$ cat src/sv/tmps_pkg.sv
package tmps_pkg;

   // Store geometry: element (r,c) lives at address {r,c}
   localparam int DIM_BITS    = 4;
   localparam int ADDR_BITS   = 2 * DIM_BITS;
   localparam int STORE_DEPTH = 1 << ADDR_BITS;

   // Datapath widths
   localparam int VALUE_BITS  = 16;   // Q8.8 element
   localparam int PP_BITS     = 36;   // A*B, Q20.16
   localparam int PROD_BITS   = PP_BITS + VALUE_BITS;
   localparam int RESULT_BITS = 64;   // Q40.24
   localparam int ALIGN_SHIFT = 8;    // Q16.16 -> Q40.24

   typedef enum logic [1:0] {
      OP_LOAD_A  = 2'd0,
      OP_LOAD_B  = 2'd1,
      OP_COMPUTE = 2'd2,
      OP_READ    = 2'd3
   } opcode_type;

   localparam logic KIND_READ = 1'b0;
   localparam logic KIND_DONE = 1'b1;

   typedef enum logic [1:0] {
      ST_IDLE,
      ST_READ,
      ST_RUN,
      ST_DRAIN
   } state_type;

   // Which sum a MAC beat belongs to
   typedef enum logic [1:0] {
      MODE_AB,      // P = A*B over upper triangle
      MODE_LEFT,    // P*B^T
      MODE_RIGHT    // A^T*A, aligned by ALIGN_SHIFT
   } mac_mode_type;

   typedef struct packed {
      logic                 valid;
      logic                 first;
      logic                 last;
      mac_mode_type         mode;
      logic [ADDR_BITS-1:0] dst_addr;
   } mac_op_type;

   typedef struct packed {
      logic                   p_we;
      logic                   r_we;
      logic [ADDR_BITS-1:0]   addr;
      logic [RESULT_BITS-1:0] data;
   } mac_wr_type;

endpackage

$ cat src/sv/tmps_mac.sv
module tmps_mac (
   input  logic                                   clock,
   input  logic                                   reset,
   input  tmps_pkg::mac_op_type                   op,
   input  logic signed [tmps_pkg::VALUE_BITS-1:0] a0_data,
   input  logic signed [tmps_pkg::VALUE_BITS-1:0] a1_data,
   input  logic signed [tmps_pkg::VALUE_BITS-1:0] b_data,
   input  logic signed [tmps_pkg::PP_BITS-1:0]    p_data,
   output tmps_pkg::mac_wr_type                   wr,
   output logic                                   idle
);
   import tmps_pkg::*;

   mac_op_type                    s1_ff, s2_ff;
   logic signed [PP_BITS-1:0]     opa;
   logic signed [VALUE_BITS-1:0]  opb;
   logic signed [PROD_BITS-1:0]   prod_in, prod_ff;
   logic signed [RESULT_BITS-1:0] prod_ext, addend, base;
   logic signed [RESULT_BITS-1:0] acc_in, acc_ff;

   // Stage 1: operands arrive from the stores, one multiply
   always_comb begin
      case (s1_ff.mode)
         MODE_AB: begin
            opa = PP_BITS'(a0_data);
            opb = b_data;
         end
         MODE_LEFT: begin
            opa = p_data;
            opb = b_data;
         end
         MODE_RIGHT: begin
            opa = PP_BITS'(a0_data);
            opb = a1_data;
         end
         default: begin
            opa = '0;
            opb = '0;
         end
      endcase
      prod_in = opa * opb;
   end

   // Stage 2: accumulate; A^T*A terms are aligned to Q40.24
   always_comb begin
      prod_ext = RESULT_BITS'(prod_ff);
      addend   = (s2_ff.mode == MODE_RIGHT) ? (prod_ext <<< ALIGN_SHIFT) : prod_ext;
      base     = s2_ff.first ? '0 : acc_ff;
      acc_in   = base + addend;
   end

   // Finished sums go to the P or R store
   always_comb begin
      wr.p_we = s2_ff.valid && s2_ff.last && (s2_ff.mode == MODE_AB);
      wr.r_we = s2_ff.valid && s2_ff.last && (s2_ff.mode != MODE_AB);
      wr.addr = s2_ff.dst_addr;
      wr.data = acc_in;
   end

   always_ff @(posedge clock) begin
      if (reset) begin
         s1_ff <= '0;
         s2_ff <= '0;
      end else begin
         s1_ff <= op;
         s2_ff <= s1_ff;
      end
   end

   always_ff @(posedge clock) begin
      prod_ff <= prod_in;
      if (s2_ff.valid) begin
         acc_ff <= acc_in;
      end
   end

   assign idle = !s1_ff.valid && !s2_ff.valid;

endmodule

$ cat config.mk
export PLATFORM = sky130hd
export DESIGN_NAME = tmps_mac
export DESIGN_NICKNAME = d
export VERILOG_FILES = /design/src/sv/tmps_pkg.sv /design/src/sv/tmps_mac.sv
export SDC_FILE = /design/constraint.sdc
export NUM_CORES = 2
export LEC_CHECK = 0
export ABC_AREA = 1
export BUFFER_PORTS_ARGS = -buffer_cell sky130_fd_sc_hd__buf_2
export CORE_MARGIN = 1
export CORE_UTILIZATION = 55
export CTS_CLUSTER_DIAMETER = 80
export DETAILED_ROUTE_END_ITERATION = 6
export PLACE_DENSITY_LB_ADDON = 0.2
export SLEW_MARGIN = 10
export SYNTH_ARGS = -nofsm -noshare
export SYNTH_HDL_FRONTEND = slang
export SYNTH_SLANG_ARGS = --single-unit
$ cat constraint.sdc
create_clock -name clock -period 7.21 [get_ports clock]
set_input_delay 1.0815 -clock clock [delete_from_list [all_inputs] [get_ports clock]]
set_output_delay 1.0815 -clock clock [all_outputs]
set_load 0.01 [all_outputs]
# Word level (Yosys, flattened, before mapping)

Index checks and enable logic that the tools add are counted.

$add $sub $neg: 1
Multiply operators: 1
Equality and inequality tests: 3
Mux-type cells: 4
Reduce and logical (&&, ||, !) cells: 11

Operator list:

| cell                 | number |
|---|---|
| $pmux W36 S2         | 1 |
| $add A64 B60 Y64     | 1 |
| $mux W64             | 1 |
| $mux W59             | 1 |
| $mul A36 B16 Y52     | 1 |
| $pmux W16 S2         | 1 |
| $eq A2 B2 Y1 const B | 2 |
| $logic_and A1 B1 Y1  | 4 |
| $logic_not A2 Y1     | 2 |
| $reduce_or A2 Y1     | 2 |
| $eq A2 B1 Y1 const B | 1 |
| $logic_not A1 Y1     | 2 |
| $reduce_bool A2 Y1   | 1 |

Flip-flop bits (word level): 142
Input port bits: 99
Output and inout port bits: 75
Logic and storage cells: 32

# Depth between registers and ports, before layout

Word-level depth: 4
Depth in mapped cells: 33

# Least setup slack after synthesis

Ideal clock, no wire load.

Kind: input to register
Start point: input a0_data[15] (netlist bit)
End point: register prod_ff[47]
Library setup time: 0.113 ns
Arrival time: 6.104 ns
Path slack: 0.993 ns
Cell stages on the path: 22
Buffers on the path: 1
Cell sequence: nand2_1 -> nand2_1 -> buf_2 -> nand2_1 -> fa_1 -> inv_1 -> fa_1 -> inv_1 -> fa_1 -> fa_1 -> fa_1 -> fa_1 -> inv_1 -> ha_1 -> nand2_1 -> nor2_1 -> and2_1 -> nand2_1 -> nor2_1 -> nand2_1 -> nand4_1 -> nand2_1

Word-level cells in the longest chain between the ends: 2

Ends and longest elaborated chain:

| item                  | RTL line       | source |
|---|---|---|
| from (decl)           | tmps_mac.sv:5  | `input logic signed [tmps_pkg::VALUE_BITS-1:0] a0_data,` |
| $pmux W36 S2          | tmps_mac.sv:23 | `case (s1_ff.mode)` |
| $mul A36 B16 Y52      | tmps_mac.sv:41 | `prod_in = opa * opb;` |
| named net prod_in[47] | tmps_mac.sv:17 | `logic signed [PROD_BITS-1:0] prod_in, prod_ff;` |
| to (signal assigned)  | tmps_mac.sv:71 | `prod_ff <= prod_in;` |
| to (decl)             | tmps_mac.sv:17 |  |

The timed path passes the listed nets, and every way through them passes these cells.
A chain may end at the register's enable or synchronous reset.

# Worst setup path after layout

Start point: register s1_ff[8] (netlist bit)
End point: register prod_ff[20]

Word-level cells in the longest chain between the ends: 4
Elaborated cells on any way between the ends: 8
Classes of those cells: 1 x mul; 2 x eq/ne; 2 x mux; 3 x reduce/logical

Ends and longest elaborated chain:

| item                                         | RTL line       | source |
|---|---|---|
| from (decl)                                  | tmps_mac.sv:14 | `mac_op_type s1_ff, s2_ff;` |
| from (signal assigned)                       | tmps_mac.sv:65 | `s1_ff <= op;` |
| $eq A2 B2 Y1, or another cell as far along   | tmps_mac.sv:23 |  |
| $reduce_or A2 Y1 (no source line)            | n/a            |  |
| $pmux W36 S2 or $pmux W16 S2 (tied branches) | tmps_mac.sv:23 |  |
| $mul A36 B16 Y52 (*)                         | tmps_mac.sv:41 |  |
| named net prod_in[20]                        | tmps_mac.sv:17 |  |

Mark *: on every way through the listed nets, which the timed path passes. The rest lies on a longest branch.

==> results.json <==
{
  "n_fill_cell": 5768,
  "syn-num-nets": 5707,
  "hold_path.class": "flop to flop",
  "path_cells": "buf_4 > nand3_1 > nand2_1 > buf_4 > nand2_1 > fa_1 > fa_1 > fa_1 > inv_1 > fa_1 > fa_1 > inv_1 > fa_1 > inv_1 > ha_1 > nand2_1 > inv_1 > nand2_1 > nor3_1 > nand2_1 > nand2_2 > nand2_1 > nand2_1 > xor2_1",
  "critPathArrivalTime_ns": 7.10,
  "cp_common_cell": "nand2_1",
  "h-tree-depth": 4,
  "dpl-instance-area_um2": 35030,
  "place_ws_ns": 0.06322,
  "viasPerCell": 5.052,
  "max_slew_margin_pct": 42.09,
  "dieArea_um2": 61210,
  "ys_seq_area_share_pct": 10.52,
  "hold_start": "s1_ff[11]",
  "cp-end-kind": "flop",
  "startpoint": "s1_ff[8]",
  "min_period_ns": 6.736,
  "drc": 17,
  "n_antenna_cell": 0,
  "path_class": "flop to flop",
  "core_um2": 59240,
  "drt_iter0_markers": 2155,
  "multi_input_area_um2": 23680,
  "place.gp.congestion": 0.9763,
  "cts_resized": 0,
  "post_cts_buffers": 0,
  "finalCritPeriodShare_pct": 93.42,
  "fin_area_um2": 35610,
  "syn_inst": 4880,
  "avgSynthCellArea_um2": 6.788,
  "cts_tree": "done",
  "fin_skew_ns": 0.01134,
  "grt_pass1_wl_um": 153900,
  "vias": 29310,
  "cts_made_buffers": 17,
  "yosys_warnings": 0,
  "antenna_found_initial": 0,
  "syn2layout_area_growth_pct": 7.505,
  "hold_buffers": 0,
  "layout.nets": 5844,
  "drtPass1Iterations": 7,
  "die_y_um": 247.4,
  "worstSkewPairLatency_ns": 0.45,
  "ys.flop_type": "dfxtp_1",
  "setup_viol": 0,
  "clkSinkCount": 142,
  "grt_max_degree": 59,
  "grt_pass1_vias": 29850,
  "overflow": 0,
  "dieWidth_um": 247.4,
  "syn_area_um2": 33120,
  "setup_ws_ns": 0.4745,
  "drive_gt1_share_pct": 7.237,
  "io_pins": 174,
  "tightest_slew_ns": 0.8686,
  "yosys.cell_types.count": 35,
  "reg2reg_from": "s1_ff[8]",
  "cpMaxStageDelayCell": "nand2_1",
  "setup.worst_path.start_class": "flop",
  "max_stage_delay_ns": 0.59,
  "clk_pin_slew_ns": 0.06,
  "ff_latch_area_um2": 3486,
  "finalHoldViolations": 0,
  "cap_violations": 0,
  "wl_per_cell_um": 16.39,
  "setup-tns-final_ns": 0,
  "place_hpwl_um": 80610,
  "worst-path-max-fanout": 36,
  "clockRootBuffer": "clkbuf_16",
  "grt_setup_unrepaired": "false",
  "std_cell_rows": 89,
  "routed_wl_um": 95120,
  "synth_seq_cells": 142,
  "synth_edf_count": 64,
  "max-clock-path-buffers": 2,
  "initial_core_util_pct": 55.91,
  "ant_nets": 0,
  "timing.fmax_ghz": 0.1485,
  "grt_usage_pct": 32.47,
  "violations": "DRC",
  "io_buffers": 173,
  "ys_async_sr_fraction_pct": 0,
  "status": "finished, violations left",
  "required_ns": 7.57,
  "maxSlewViolCount": 0
}
## final timing paths
kind	slack (ns)	endpoint	depth (start not counted)
max	0.47	prod_ff[20]	24
min	0.39	s2_ff[11]	2
max reg2reg	0.47	prod_ff[20]	24
min reg2reg	0.39	s2_ff[11]	2
## layout make-up
cell class,count,share of cell area (%)
inverter,1417,14.94
sequential,142,9.789
tap,773,2.716
clock inverter,8,0.2178
multi-input combinational,3191,66.49
timing repair buffer,248,4.434
clock buffer,24,1.416
## state kept, by name, indices dropped and copies added, names as in the netlist
name and count:
acc_ff 64, prod_ff 52, s1_ff 13, s2_ff 5, wr 8
## synthesized netlist by cell type (2+ instances only)
library cell     n  share of area (%)
and3_1           8               0.15
buf_2           98                1.5
nand2_1       1601                 18
xor2_1          61                1.6
clkinv_1         3              0.034
o21ai_0         73                1.1
nand2_2         28               0.53
and2_1           2              0.038
nand3_2          5               0.15
nor3_1          15               0.23
or2_2            2              0.038
o211ai_1         2              0.045
ha_1           185                7.0
dfxtp_1         78                4.7
xnor2_1          9               0.24
buf_1            4              0.045
o21bai_1        12               0.27
nand4_1         40               0.76
nor2_2          34               0.64
nor2_4           3               0.10
nand3_1        168                2.5
inv_1         1403                 16
nor2_1         278                3.2
edfxtp_1        64                5.8
inv_2           11               0.12
buf_4           11               0.25
a21oi_1        110                1.7
clkbuf_1        17               0.19
nor4_1           7               0.13
fa_1           543                 33
## metrics by stage
step,hold WS [ns],utilization [%],std cells
final,0.3913,60.11,5803
after floorplan,0.3883,-,4880
after global placement,0.3849,59.13,5771
after global routing,0.4042,60.11,5803
after CTS,0.3919,60.11,5803
after detailed placement,0.3888,59.13,5771
## cell families after synthesis
kind of cell             after synthesis  synth area share (%)
AND/OR/NAND/NOR                     2192                 26.62
buffers and inverters               1547                 18.03
adder cells (fa/ha/maj)              728                 39.81
AO/OA/AOI/OAI                        201                 3.184
flip-flops                           142                 10.52
XOR/XNOR                              70                 1.851
## routing by layer
layer | track usage, % | routed length, um
met1 | 40.42 | 38880
met2 | 57.40 | 46510
met3 | 2.811 | 5614
met4 | 14.24 | 4117
met5 | 0 | 0
## worst max-delay path: cells and delay by family (launching register included)
family	cells	cell delay, ns
adder cells (fa/ha/maj)	7	3.39
AND/OR/NAND/NOR	10	1.80
buffers and inverters	6	0.89
flip-flops	1	0.35
XOR/XNOR	1	0.20
## layout by cell type, fill, tap and decap left out, types with 63 or more instances in the layout
| master | instances |
|---|---|
| nand2_1 | 1601 |
| inv_1 | 1403 |
| fa_1 | 543 |
| nor2_1 | 277 |
| ha_1 | 185 |
| buf_2 | 173 |
| nand3_1 | 168 |
| a21oi_1 | 110 |
| dfxtp_1 | 76 |
| o21ai_0 | 73 |
| edfxtp_1 | 64 |
| buf_4 | 63 |
Power is left out: the tool's default activity adds up to more than one toggle a clock period on the data nets, which glitch-free logic cannot reach.
