**src/sv/tmps_pkg.sv**
```systemverilog
package tmps_pkg;

   // Store geometry: element (r,c) lives at address {r,c}
   localparam int DIM_BITS    = 4;
   localparam int ADDR_BITS   = 2 * DIM_BITS;
   localparam int STORE_DEPTH = 1 << ADDR_BITS;

   // Datapath widths
   localparam int VALUE_BITS  = 16;   // Q8.8 element
   localparam int PP_BITS     = 36;   // A*B, Q20.16
   localparam int PROD_BITS   = PP_BITS + VALUE_BITS;
   localparam int RESULT_BITS = 64;   // Q40.24
   localparam int ALIGN_SHIFT = 8;    // Q16.16 -> Q40.24

   typedef enum logic [1:0] {
      OP_LOAD_A  = 2'd0,
      OP_LOAD_B  = 2'd1,
      OP_COMPUTE = 2'd2,
      OP_READ    = 2'd3
   } opcode_type;

   localparam logic KIND_READ = 1'b0;
   localparam logic KIND_DONE = 1'b1;

   typedef enum logic [1:0] {
      ST_IDLE,
      ST_READ,
      ST_RUN,
      ST_DRAIN
   } state_type;

   // Which sum a MAC beat belongs to
   typedef enum logic [1:0] {
      MODE_AB,      // P = A*B over upper triangle
      MODE_LEFT,    // P*B^T
      MODE_RIGHT    // A^T*A, aligned by ALIGN_SHIFT
   } mac_mode_type;

   typedef struct packed {
      logic                 valid;
      logic                 first;
      logic                 last;
      mac_mode_type         mode;
      logic [ADDR_BITS-1:0] dst_addr;
   } mac_op_type;

   typedef struct packed {
      logic                   p_we;
      logic                   r_we;
      logic [ADDR_BITS-1:0]   addr;
      logic [RESULT_BITS-1:0] data;
   } mac_wr_type;

endpackage

```
**src/sv/tmps_seq.sv**
```systemverilog
module tmps_seq #(
   parameter int MATRIX_SIZE = 16
) (
   input  logic                           clock,
   input  logic                           reset,
   input  logic                           start,
   output logic                           busy,
   output tmps_pkg::mac_op_type           op,
   output logic [tmps_pkg::ADDR_BITS-1:0] a0_addr,
   output logic [tmps_pkg::ADDR_BITS-1:0] a1_addr,
   output logic [tmps_pkg::ADDR_BITS-1:0] b_addr,
   output logic [tmps_pkg::ADDR_BITS-1:0] p_addr
);
   import tmps_pkg::*;

   localparam logic [DIM_BITS-1:0] LAST = DIM_BITS'(MATRIX_SIZE - 1);

   logic                active_ff, active_in;
   mac_mode_type        mode_ff, mode_in;
   logic [DIM_BITS-1:0] i_ff, i_in;
   logic [DIM_BITS-1:0] j_ff, j_in;
   logic [DIM_BITS-1:0] k_ff, k_in;
   logic [DIM_BITS-1:0] lim;
   logic                k_end;

   // End of the inner sum for the current (i,j)
   always_comb begin
      lim   = (i_ff < j_ff) ? i_ff : j_ff;
      k_end = (mode_ff == MODE_RIGHT) ? (k_ff == lim) : (k_ff == LAST);
   end

   // Beat tag and store addresses
   always_comb begin
      op.valid    = active_ff;
      op.first    = ((mode_ff == MODE_AB) && (k_ff == i_ff)) ||
                    ((mode_ff == MODE_LEFT) && (k_ff == '0));
      op.last     = (mode_ff != MODE_LEFT) && k_end;
      op.mode     = mode_ff;
      op.dst_addr = {i_ff, j_ff};
      a0_addr     = {i_ff, k_ff};
      a1_addr     = {k_ff, j_ff};
      b_addr      = {k_ff, j_ff};
      p_addr      = {i_ff, k_ff};
      case (mode_ff)
         MODE_AB: begin
            a0_addr = {i_ff, k_ff};
            b_addr  = {k_ff, j_ff};
         end
         MODE_LEFT: begin
            p_addr = {i_ff, k_ff};
            b_addr = {j_ff, k_ff};
         end
         MODE_RIGHT: begin
            a0_addr = {k_ff, i_ff};
            a1_addr = {k_ff, j_ff};
         end
         default: begin
            a0_addr = {i_ff, k_ff};
         end
      endcase
   end

   // Loop counters
   always_comb begin
      active_in = active_ff;
      mode_in   = mode_ff;
      i_in      = i_ff;
      j_in      = j_ff;
      k_in      = k_ff;
      if (start) begin
         active_in = 1'b1;
         mode_in   = MODE_AB;
         i_in      = '0;
         j_in      = '0;
         k_in      = '0;
      end else if (active_ff) begin
         case (mode_ff)
            MODE_AB: begin
               if (!k_end) begin
                  k_in = k_ff + 1'b1;
               end else if (j_ff != LAST) begin
                  j_in = j_ff + 1'b1;
                  k_in = i_ff;
               end else if (i_ff != LAST) begin
                  j_in = '0;
                  i_in = i_ff + 1'b1;
                  k_in = i_ff + 1'b1;
               end else begin
                  mode_in = MODE_LEFT;
                  i_in    = '0;
                  j_in    = '0;
                  k_in    = '0;
               end
            end
            MODE_LEFT: begin
               if (k_end) begin
                  mode_in = MODE_RIGHT;
                  k_in    = '0;
               end else begin
                  k_in = k_ff + 1'b1;
               end
            end
            MODE_RIGHT: begin
               if (!k_end) begin
                  k_in = k_ff + 1'b1;
               end else begin
                  mode_in = MODE_LEFT;
                  k_in    = '0;
                  if (j_ff != LAST) begin
                     j_in = j_ff + 1'b1;
                  end else begin
                     j_in = '0;
                     if (i_ff != LAST) begin
                        i_in = i_ff + 1'b1;
                     end else begin
                        i_in      = '0;
                        active_in = 1'b0;
                     end
                  end
               end
            end
            default: begin
               active_in = 1'b0;
            end
         endcase
      end
   end

   always_ff @(posedge clock) begin
      if (reset) begin
         active_ff <= 1'b0;
         mode_ff   <= MODE_AB;
         i_ff      <= '0;
         j_ff      <= '0;
         k_ff      <= '0;
      end else begin
         active_ff <= active_in;
         mode_ff   <= mode_in;
         i_ff      <= i_in;
         j_ff      <= j_in;
         k_ff      <= k_in;
      end
   end

   assign busy = active_ff;

endmodule

```
**config.mk**
```make
export PLATFORM = sky130hd
export DESIGN_NAME = tmps_seq
export DESIGN_NICKNAME = d
export VERILOG_FILES = /design/src/sv/tmps_pkg.sv /design/src/sv/tmps_seq.sv
export SDC_FILE = /design/constraint.sdc
export NUM_CORES = 1
export LEC_CHECK = 0
export CAP_MARGIN = 5
export CORE_MARGIN = 4
export CORE_UTILIZATION = 65
export CTS_BUF_LIST = sky130_fd_sc_hd__clkbuf_8
export DETAILED_ROUTE_END_ITERATION = 10
export DONT_BUFFER_PORTS = 1
export PLACE_DENSITY = 0.9
export SETUP_SLACK_MARGIN = 0.15
export SLEW_MARGIN = 20
export SYNTH_ARGS = -nofsm -noshare
export SYNTH_HDL_FRONTEND = slang
export SYNTH_SLANG_ARGS = --single-unit
```
**constraint.sdc**
```tcl
create_clock -name clock -period 4 [get_ports clock]
set_clock_uncertainty 0.1 [all_clocks]
set_input_delay 0.8 -clock clock [delete_from_list [all_inputs] [get_ports clock]]
set_output_delay 0.8 -clock clock [all_outputs]
set_load 0.005 [all_outputs]
```
-- After elaboration in Yosys (flattened, before gate mapping)
Cells that the tools add are included.
- bits of input ports: 3
- ROM bits: 0
- memories: 0
- memory bits (writable): 0
- register bits: 15
- logic and storage cells: 59
- latch bits: 0
- output and inout bits: 46
- bitwise logic cells: 0
- reduce and logical (&&, ||, !) cells: 15
- muxes and demuxes: 22
- order comparisons: 1
- div/mod/pow operators: 0
- add/sub/neg operators: 3
- multiply operators: 0
- equality and inequality tests: 13
- shift-type cells: 0
- operators by type and width (operator ; number):
    2-to-1 mux 4 bit ; 6
    2-to-1 mux 8 bit ; 2
    adder 4 x 1 -> 4 bit (second input constant) ; 3
    2-to-1 mux 2 bit ; 5
    inequality test 2 bit (second input constant) ; 5
    == test 4 bit ; 2
    inequality test 4 bit (second input constant) ; 2
    one-hot mux 4 bit (2 select lines) ; 1
    OR reduction 2 bit ; 4
    AND reduction 7 bit ; 1
    2-to-1 mux 1 bit ; 6
    one-hot mux 2 bit (3 select lines) ; 1
    == test 4 bit (second input constant) ; 1
    zero test 4 bit ; 1
    less-than comparator 4 bit ; 1
    logical AND 1 bit ; 3
    AND reduction 3 bit ; 1
    nonzero test 3 bit ; 1
    == test 2 x 1 -> 1 bit (second input constant) ; 1
    == test 2 bit (second input constant) ; 1
    zero test 2 bit ; 1
    inequality test 2 x 1 -> 1 bit (second input constant) ; 1
    one-hot mux 1 bit (2 select lines) ; 1
    AND reduction 2 bit ; 1
    other kinds (2) ; 2

-- Longest topological paths before layout
Gate-level depths: netlist of the first run.
- depth after elaboration: 8
- gate-level depth with buffers: 11
- mapped depth without buffers: 9

-- Worst setup path after synthesis of the first run
Ideal clock, no wire load.
- path kind: register to output
- start point: register j_ff[1]
- end point: output port op[10] (netlist bit)
- required time: 3100 ps
- arrival: 2390 ps
- path buffers: 2
- slack: 710 ps
- cell stages (with the launch flop): 11
- cells stage by stage: dfxtp_1 > inv_1 > ha_1 > o211ai_1 > o21a_1 > o211ai_1 > xor2_1 > or4_1 > buf_2 > buf_2 > nor2_1
- RTL lines (item ; RTL line ; RTL):
    from (decl) ; tmps_seq.sv:21 ; logic [DIM_BITS-1:0] j_ff, j_in;
    from (signal assigned) ; tmps_seq.sv:140 ; j_ff <= j_in;
    to (decl) ; tmps_seq.sv:8 ; output tmps_pkg::mac_op_type op,

==> results.yml, run 1 <==
power:
  power.static_leakage_nw: 0.556
  vdd_drop_max_mv: 0.194
  cellPowerDensity_nw_per_um2: 210
setup_path:
  critPathCaptureType: "output pin"
  worst_ep_arrival_time_ps: 2740
  critical_path.cell_chain: "inv_1, ha_1, a21oi_2, o21a_1, o211ai_1, xor2_1, or4_1, nor2_1"
  worst_path_dominant_cell_family: "simple AND/OR/NAND/NOR gates"
  wp_buf_inv: 1
  crit_path_max_fanout: 7
  timing_worst_setup_path_type: "reg2out"
  cp_slowest_cell: "sky130_fd_sc_hd__or4_1"
  critical-path-max-stage-delay_ps: 570
  cp.required_ps: 3100
  startpoint_type: "register"
die:
  dieHeight_um: 55.5
  top_level_pins: 49
  fp.coreArea_um2: 2040
  rows: 16
  die_width_um: 55.5
  design.die.area_um2: 3080
  initial_core_utilization_pct: 71.8
finish:
  fillerInstances: 181
  layout.cells.most_common_list: "sky130_fd_sc_hd__nand2_1 (24), sky130_fd_sc_hd__dfxtp_1 (15), sky130_fd_sc_hd__o21ai_0 (13)"
  antenna_diodes: 0
  regArea_um2: 300
  finalNetCount: 191
  post_route_utilization_pct: 69.4
  drive_gt1_share_pct: 11.4
  multi_input_comb_area_um2: 963
  most_common_library_cell_in_the_layout_ignoring_fill_and_taps: "sky130_fd_sc_hd__nand2_1"
  layout-area-overhead-vs-synth_pct: -3.33
sta:
  drv_slew: 0
  hold-worst-slack_ps: 454
  worstMarginPinSlew_ps: 670
  hold_viol: 0
  rsz0062_at_grt: "no"
  post-route-period-util_pct: 91.0
  achievable-frequency_mhz: 275
  finalWorstPathRequiredPeriod_ps: 3640
  finalSetupTns_ps: 0
  worst_relative_slew_slack_pct: 55.1
  report.final.setup_viol: 0
placed_design:
  place.gp.congestion: 0.906
  portBuffers: 0
  hpwl_mm: 2.82
synth:
  synthesis.instances: 196
  number_of_distinct_library_cells_after_synthesis: 43
  synth_fp_nets: 210
  share_of_synthesized_area_occupied_by_flip_flops_and_latches_pct: 20.5
  count_of_flip_flops_with_a_built_in_enable_after_synthesis: 0
  synth.area.top_cells: "sky130_fd_sc_hd__dfxtp_1 (20%), sky130_fd_sc_hd__ha_1 (9.4%), sky130_fd_sc_hd__buf_4 (7.2%)"
  mean_cell_area_of_the_mapped_netlist_um2: 7.48
  yosys_most_used_dff: "sky130_fd_sc_hd__dfxtp_1"
  syn_area_um2: 1470
  netlist.top_cell.by_area: "sky130_fd_sc_hd__dfxtp_1"
  asyncSetResetFlopFracSynth_pct: 0
  synth-seq-cells: 15
  netlist.area_leader.share_pct: 20.5
  synth-warning-count: 0
clocking:
  count_of_h_tree_levels_built_during_cts: 1
  clock_path_buffers: 2
  post_cts_resize_count: 0
  holdBufCountCts: 0
  clkTransAtPathRegs_ps: 60
  cts_tree: "done"
  clk-insertion-delay-late_ps: 250
  cts_root_buffer: "sky130_fd_sc_hd__clkbuf_8"
  clkSinkCount: 15
  tritoncts.num_buffers: 3
  post_cts_buffers: 0
detailed_routing:
  post_drt_via_cell_ratio: 6.92
  wire_per_inst_um: 19.3
  total_number_of_vias: 1404
  route.detailed.drc: 0
  detail-route-antenna-nets: 0
  detailedRoute.firstIterationViolations: 115
  first_pass_iters: 5
  drt-total-wl_mm: 3.91
global_route:
  grt_overflow: 0
  antenna_found_initial: 0
  grt.total_usage_pct: 25.8
  number_of_global_route_vias_before_repair: 1350
  grt_start_max_net_pins: 19
  grt_pass1_wl_mm: 6.51
hold_path:
  hold_path_class: "reg2reg"
run:
  drv.max_cap_violation_count: 0
outcome:
  status: "complete, no violations"
-- worst register-to-register path, delay by kind of cell (launching register included) --
family                     cells  cell delay, ps
AOI/OAI and AO/OA              4             700
xor gates and xnor gates       1             200
adders and majority gates      1             350
buffers and inverters          2             380
DFF                            1             480
and+or+nand+nor                2            1070
-- cell families after synthesis --
group | synth area share, %
AO/OA/AOI/OAI | 21.6
multiplexers | 7.51
buffers and inverters | 13.8
flip-flops | 20.5
adder cells (fa/ha/maj) | 9.39
XOR/XNOR | 5.97
AND/OR/NAND/NOR | 21.2
-- cell type report --
type | count | share of cell area (%)
Sequential cell | 15 | 21.2
Tap cell | 27 | 2.38
Clock inverter | 1 | 0.265
Timing Repair Buffer | 5 | 2.65
Multi-Input combinational cell | 142 | 68.0
Inverter | 10 | 2.65
Clock buffer | 3 | 2.91
-- layer usage --
| metal | vias to the layer above | track usage [%] | share of wire (%) |
|---|---|---|---|
| met2 | 107 | 42.4 | 46 |
| met4 | 0 | 10.4 | 2.2 |
| met3 | 16 | 8.62 | 13 |
| li1 | 646 | - | - |
| met1 | 635 | 30.6 | 39 |
| met5 | - | 0 | 0 |
-- flip-flops by register name (all words and copies together), names as in the netlist --
register and count:
j_ff 4, mode_ff 2, busy 1, k_ff 4, i_ff 4
-- per-stage QoR --
step	instances	worst slack, ps	cell area (um2)	total power, mW
3_5_place_dp	199	670	1370	0.178
4_1_cts	203	384	1420	0.299
3_3_place_gp	199	794	1370	0.177
6_report	203	359	1420	0.297
5_1_grt	203	203	1420	0.309
2_1_floorplan	196	710	1470	0.174
-- cells in the mapped netlist (3+ instances only) --
| library cell | count |
|---|---|
| sky130_fd_sc_hd__xor2_1 | 6 |
| sky130_fd_sc_hd__nor3_1 | 5 |
| sky130_fd_sc_hd__xnor2_1 | 4 |
| sky130_fd_sc_hd__nor2_1 | 4 |
| sky130_fd_sc_hd__a31oi_1 | 5 |
| sky130_fd_sc_hd__nand3_1 | 8 |
| sky130_fd_sc_hd__a21oi_1 | 10 |
| sky130_fd_sc_hd__dfxtp_1 | 15 |
| sky130_fd_sc_hd__buf_4 | 14 |
| sky130_fd_sc_hd__ha_1 | 11 |
| sky130_fd_sc_hd__clkbuf_1 | 11 |
| sky130_fd_sc_hd__nand4_1 | 4 |
| sky130_fd_sc_hd__nand2_1 | 24 |
| sky130_fd_sc_hd__inv_1 | 10 |
| sky130_fd_sc_hd__o211ai_1 | 7 |
| sky130_fd_sc_hd__o21ai_0 | 14 |
| sky130_fd_sc_hd__o31ai_1 | 3 |
| sky130_fd_sc_hd__mux2_2 | 8 |
-- where the power goes --
group	leakage (nW)	internal (mW)	switching (mW)	total [mW]
Clock	0.0269	0.0681	0.0549	0.123
Sequential	0.121	0.151	0.00437	0.155
Combinational	0.408	0.00550	0.0137	0.0192
Total	0.556	0.225	0.0729	0.297
-- path summary, 6_finish.rpt --
check | startpoint | endpoint | slack (ps) | depth (start not counted)
hold / removal | mode_ff[1] | mode_ff[1] | 450 | 2
setup / recovery | j_ff[3] | op[10] | 360 | 8
setup reg to reg | j_ff[3] | j_ff[0] | 650 | 10
hold reg to reg | mode_ff[1] | mode_ff[1] | 450 | 2
(Power assumes the default switching activity.)
==> run 2, diff against run 1 <==
==> constraint.sdc (replaced) <==
create_clock -name clock -period 3.65 [get_ports clock]
set_clock_uncertainty 0.1 [all_clocks]
set_input_delay 0.73 -clock clock [delete_from_list [all_inputs] [get_ports clock]]
set_output_delay 0.73 -clock clock [all_outputs]
set_load 0.005 [all_outputs]
==> run 2 against run 1 <==
Effect of this change: hold slack improved by 3.7 ps; sequential share of layout area decreased by 0.36 points; total power increased by 9.4%; non-clock buffer count increased by 3; sequential cell count unchanged; via count increased by 1.7%; first-iteration DRC count decreased by 22%; largest power group unchanged; global-route usage decreased by 1.1 points; register-to-register slack got worse by 270 ps; critical path type unchanged; final cell count increased by 1.5%; design area increased by 3.4%.
==> results.yml, run 2 (synthesis gave the netlist of run 1 again) <==
sta:
  achievable-frequency_mhz: 288
  drv_slew: 0
  hold-worst-slack_ps: 458
  worstMarginPinSlew_ps: 1070
  hold_viol: 0
  post-route-period-util_pct: 95.1
  worst_relative_slew_slack_pct: 28.1
  finalWorstPathRequiredPeriod_ps: 3470
  report.final.setup_viol: 0
global_route:
  grt_pass1_wl_mm: 6.32
  grt_overflow: 0
  grt.total_usage_pct: 24.7
  antenna_found_initial: 0
  grt_start_max_net_pins: 19
  groute.layer.met1.usage_pct: 28.7
  number_of_global_route_vias_before_repair: 1359
  most_crowded_layer_gr: "met2"
  met3_usage_pct: 7.46
  met2_layer_usage_reported_by_global_route_pct: 42.6
die:
  rows: 16
  initial_core_utilization_pct: 71.8
  fp.coreArea_um2: 2040
  dieHeight_um: 55.5
  design.die.area_um2: 3080
  top_level_pins: 49
  die_width_um: 55.5
power:
  sequentialPowerShare_pct: 51.9
  p_int_uw: 246
  power.static_leakage_nw: 0.575
  comb_power_share_pct: 6.5
  clock_power_share_pct: 41.6
  total_switching_power_uw: 79.3
  vdd_drop_max_mv: 0.248
  cellPowerDensity_nw_per_um2: 222
  sw_frac_of_total_pct: 24.4
hold_path:
  hold_path_class: "in2reg"
clocking:
  tritoncts.num_buffers: 3
  clock_path_buffers: 2
  clkTransAtPathRegs_ps: 70
  cts_root_buffer: "sky130_fd_sc_hd__clkbuf_8"
  clk-insertion-delay-late_ps: 250
  clkSinkCount: 15
  cts_tree: "done"
  count_of_h_tree_levels_built_during_cts: 1
outcome:
  status: "complete, no violations"
setup_path:
  cp.required_ps: 2820
  timing_worst_setup_path_type: "reg2out"
  crit_path_max_fanout: 7
  crit_top_cell: "sky130_fd_sc_hd__o211ai_1"
  critPathCaptureType: "output pin"
  worst_ep_arrival_time_ps: 2640
  startpoint_type: "register"
  cp_slowest_cell: "sky130_fd_sc_hd__or4_1"
  critical-path-max-stage-delay_ps: 600
  critical_path.cell_chain: "inv_1, ha_1, o211ai_1, o21a_1, o211ai_1, xor2_1, or4_1, nor2_1"
detailed_routing:
  first_pass_iters: 4
  wire_per_inst_um: 20.0
  route.detailed.drc: 0
  drt-total-wl_mm: 4.12
  post_drt_via_cell_ratio: 6.93
  detailedRoute.firstIterationViolations: 90
  total_number_of_vias: 1428
  detail-route-antenna-nets: 0
finish:
  final-instance-count-excl-fill: 206
  antenna_diodes: 0
  biggestRegsByFlops: "i_ff (4), j_ff (4), k_ff (4)"
  fillerInstances: 160
  multi_input_comb_area_um2: 983
  finalNetCount: 194
  layout.cells.most_common_list: "sky130_fd_sc_hd__nand2_1 (24), sky130_fd_sc_hd__o21ai_0 (14), sky130_fd_sc_hd__dfxtp_1 (13)"
  drive_gt1_share_pct: 15.1
  most_common_library_cell_in_the_layout_ignoring_fill_and_taps: "sky130_fd_sc_hd__nand2_1"
  regArea_um2: 305
  layout-area-overhead-vs-synth_pct: 0.000273
placed_design:
  portBuffers: 0
  dp.cells: 201
  place.gp.congestion: 0.878
  hpwl_mm: 2.82
run:
  drv.max_cap_violation_count: 0
==> run 2: path summary, 6_finish.rpt <==
| check | from | end | slack [ps] | cells after the start |
|---|---|---|---|---|
| max reg2reg | j_ff[2] | j_ff[0] | 380 | 10 |
| min reg2reg | mode_ff[1] | mode_ff[1] | 460 | 2 |
| max | j_ff[2] | op[10] | 180 | 8 |
| min | reset | busy | 460 | 1 |
==> run 2: worst max-delay path, delay by kind of cell (launching register included) <==
kind            cells  cell delay, ps
compound gates      3             660
xor+xnor            1             130
fa+ha+maj           1             320
buf+inv             1             130
flops               1             400
simple gates        2             760
==> run 2: metrics by stage <==
step	total power [mW]	util, %	TNS, ps	cell area [um2]	worst slack (ps)
2_1_floorplan	0.191	-	0	1470	430
3_3_place_gp	0.194	68.0	0	1390	498
3_5_place_dp	0.194	68.0	0	1390	355
4_1_cts	0.326	70.6	0	1440	191
5_1_grt	0.340	71.8	-6.34	1470	-6.34
6_report	0.326	71.8	0	1470	179
==> run 2: cell type report <==
type	count	share of cell area, %
Timing Repair Buffer	8	4.10
Clock buffer	3	2.82
Sequential cell	15	20.8
Multi-Input combinational cell	142	67.1
Inverter	10	2.56
Clock inverter	1	0.341
Tap cell	27	2.30
==> run 2: routing by layer <==
metal  wire length (um)  up-vias
met3                387       16
met2               1990       93
met1               1650      670
li1                   -      649
met5                  0        -
met4                 90        0
==> run 2: repair_timing <==
item                       CTS  global route
hold buffers                 0             0
setup endpoints to repair    1             1
setup buffers                0             1
pin swaps                    0             1
gates resized for setup      2             3
==> run 2: power groups by stage <==
stage                     clock network [mW]  logic (mW)  registers (mW)
after floorplan                            0      0.0191           0.172
after global placement                     0      0.0201           0.174
after detailed placement                   0      0.0207           0.174
after CTS                              0.135      0.0207           0.170
after global routing                   0.147      0.0235           0.170
final                                  0.135      0.0211           0.169
